`src/mcp_ram.sv`:
```
// Generic single-port-write, registered-read RAM
module mcp_ram #(
  parameter int WIDTH = 8,
  parameter int DEPTH = 16
) (
  input  logic                     clk,
  input  logic                     we,
  input  logic [$clog2(DEPTH)-1:0] waddr,
  input  logic [WIDTH-1:0]         wdata,
  input  logic [$clog2(DEPTH)-1:0] raddr,
  output logic [WIDTH-1:0]         rdata
);
  logic [WIDTH-1:0] mem [DEPTH];
  always_ff @(posedge clk) begin
    if (we) mem[waddr] <= wdata;
    rdata <= mem[raddr];
  end
endmodule

```
`config.mk`:
```
export PLATFORM = sky130hd
export DESIGN_NAME = mcp_ram
export DESIGN_NICKNAME = d
export VERILOG_FILES = /design/src/mcp_ram.sv
export SDC_FILE = /design/constraint.sdc
export NUM_CORES = 1
export LEC_CHECK = 0
export ABC_AREA = 1
export ABC_CLOCK_PERIOD_IN_PS = 1200
export BUFFER_PORTS_ARGS = -buffer_cell sky130_fd_sc_hd__buf_2
export CELL_PAD_IN_SITES_DETAIL_PLACEMENT = 0
export CELL_PAD_IN_SITES_GLOBAL_PLACEMENT = 1
export CORE_MARGIN = 2
export CORE_UTILIZATION = 46
export CTS_BUF_LIST = sky130_fd_sc_hd__clkbuf_4 sky130_fd_sc_hd__clkbuf_8
export DETAILED_ROUTE_END_ITERATION = 8
export PLACE_DENSITY_LB_ADDON = 0.1
export SLEW_MARGIN = 20
export SYNTH_ARGS = -nofsm -noshare
export SYNTH_HDL_FRONTEND = slang
export SYNTH_SLANG_ARGS = --single-unit
export TNS_END_PERCENT = 1
```
`constraint.sdc`:
```
create_clock -name clk -period 1.2 [get_ports clk]
set_clock_uncertainty 0.15 [all_clocks]
set_input_delay 0.12 -clock clk [delete_from_list [all_inputs] [get_ports clk]]
set_output_delay 0.12 -clock clk [all_outputs]
set_load 0.01 [all_outputs]
```
==> qor.yml <==
run_status:
  outcome: "complete, no violations"
power:
  p_per_area_nw_per_um2: 1372
  pwr-share-clk_pct: 34.7
  seq_power_share_pct: 56.8
  internal-power_w: 0.007233
  switching_share_pct: 23.16
  comb_power_share_pct: 8.5
  power.switching_w: 0.002181
  p_leak_nw: 3.005
  irDropWorstVdd_mv: 0.8701
setup_path:
  cpPeakStageDelay_ps: 350
  arrival_ps: 910
  critPathTopFamily: "flip-flops"
  end_kind: "primary output"
  crit_path_start_kind: "flip-flop"
  crit_fanout: 1
  path_cells: "buf_6"
  critPathRequiredTime_ps: 930
  critPathBufInv: 1
  slowest_stage: "dfxtp_4"
  path_class: "reg2out"
synthesis:
  muxShareOfSynthArea_pct: 0
  synth_compound_area_share_pct: 0
  synth_xor_area_share_pct: 0
  synthesis.nets: 569
  synth_adder_area_share_pct: 0
  ys_seq_area_share_pct: 69.43
  ys_ff_latch: 136
  synth_top_family_by_area: "simple AND/OR/NAND/NOR gates"
  ys_warn_count: 0
  netlist-cell-type-count: 12
  synthSimpleGateAreaFrac_pct: 21.05
  syn_avg_cell_area_um2: 10.47
  synth_area_um2: 5767
  syn_inst: 551
global_routing:
  grt_pass1_wl_um: 20810
  antenna_found_initial: 0
  overflow: 0
  grt_max_degree: 33
  gr-usage-all-layers_pct: 22.07
  grt_pass1_vias: 3788
sta:
  setup_viol: 0
  max_freq_mhz: 849.3
  worst_pin_slew_ps: 401.0
  post-route-period-util_pct: 98.13
  fin_setup_tns_ps: 0
  relSlewSlack_pct: 73.27
  finalCriticalPeriod_ps: 1178
  hold_violations: 0
  finalMaxSlewViolations: 0
  whs_ps: 102.8
  rsz0062_at_grt: "true"
cells_and_area:
  final_cell_mix: "nand2_1 (173), edfxtp_1 (128), inv_1 (100)"
  antenna_cells: 0
  drive_above_1_share_pct: 16.77
  syn2layout_area_growth_pct: 18.98
  final_area_um2: 6862
  final_common_cell: "nand2_1"
  stdcell_count: 806
  regArea_um2: 4013
  multi_input_comb_area_um2: 1239
  fillers: 1101
  num-nets-final: 643
  final_util_pct: 56.65
detailed_routing:
  dr.pass1.iters: 5
  drt_iter0_drc: 265
  vias_per_cell: 4.813
  postRouteAntennaNets: 0
  drc: 0
  num_vias: 3879
  wl_per_cell_um: 16.87
  wl_um: 13600
place:
  gp_congestion: 0.8883
  dp.cells: 764
  port_buffers: 25
  post_dp_cell_area_um2: 6366
  post-dp-hpwl_um: 8957
clock_network:
  clock_sinks: 136
  cts_htree_levels: 4
  cts_root_buf: "clkbuf_8"
  cts_buffer_depth: 2
  cts_tree: "done"
  cts.reportedPaths.clkPinSlew_ps: 70
  cts_buffers: 17
  clock_latency_ps: 440
  postCtsSetupBuffers: 0
die:
  rows: 40
  dieArea_um2: 13450
  dieHeight_um: 116.0
  core_um2: 12110
  io_pins: 26
  dieWidth_um: 116.0
  initial_core_util_pct: 47.61
job:
  drv_cap: 0
worst_hold_path:
  hp-class: "in2reg"
## repair_timing
item	in CTS	in global routing
setup endpoints to repair	4	8
gates resized for setup	9	6
hold endpoints to repair	136	0
hold buffers	10	0
## cells by family after synthesis
kind of cell / after synthesis
flip-flops: 136
AND/OR/NAND/NOR: 289
buffers and inverters: 126
## metrics by stage
| step | total power (W) | setup slack [ps] |
|---|---|---|
| after CTS | 0.009477 | -10.38 |
| after floorplan | 0.005825 | -20.84 |
| after detailed placement | 0.006207 | -177.3 |
| after global routing | 0.009761 | -9.154 |
| after global placement | 0.006198 | -160.3 |
| final | 0.009414 | 22.50 |
## power groups by stage
stage | Sequential [W] | Combinational, W | Clock, W
after floorplan | 0.00545 | 0.000375 | 0
after global placement | 0.00545 | 0.000752 | 0
after detailed placement | 0.00545 | 0.000760 | 0
after CTS | 0.00535 | 0.000804 | 0.00332
after global routing | 0.00536 | 0.000883 | 0.00352
final | 0.00535 | 0.000801 | 0.00326
## final cells by class
class | count | share of cell area (%)
flip-flops and latches | 136 | 58.48
multi-input cells | 289 | 18.05
repair buffers | 79 | 9.920
inverters | 102 | 5.580
clock buffers | 19 | 3.629
well taps | 168 | 3.063
clock inverters | 13 | 1.276
## state kept, by name, indices dropped and copies added (netlist names)
| register | flops |
|---|---|
| rdata | 8 |
| mem | 128 |
## synthesized netlist by cell type, drive strengths merged
| master | n | area share (%) |
|---|---|---|
| nor2 | 17 | 1.1 |
| inv | 102 | 6.6 |
| nand3b | 2 | 0.26 |
| buf | 24 | 2.9 |
| edfxtp | 128 | 67 |
| dfxtp | 8 | 2.8 |
| nand3 | 97 | 8.4 |
| nand2 | 173 | 11 |
## metal layers
metal / wire length, um / track usage, % / vias up
li1: - / - / 1921
met1: 5807 / 27.66 / 1843
met2: 6795 / 37.50 / 90
met3: 689 / 4.655 / 25
met4: 308 / 9.048 / 0
met5: 0 / 0 / -
## worst paths after layout
kind	from	to	slack (ps)	cells after the start
max	rdata[1]	rdata[1]	20	1
min	raddr[2]	rdata[4]	100	5
max reg2reg	mem[5][3]	rdata[3]	30	6
min reg2reg	mem[14][4]	rdata[4]	520	6
(Power assumes the default switching activity.)
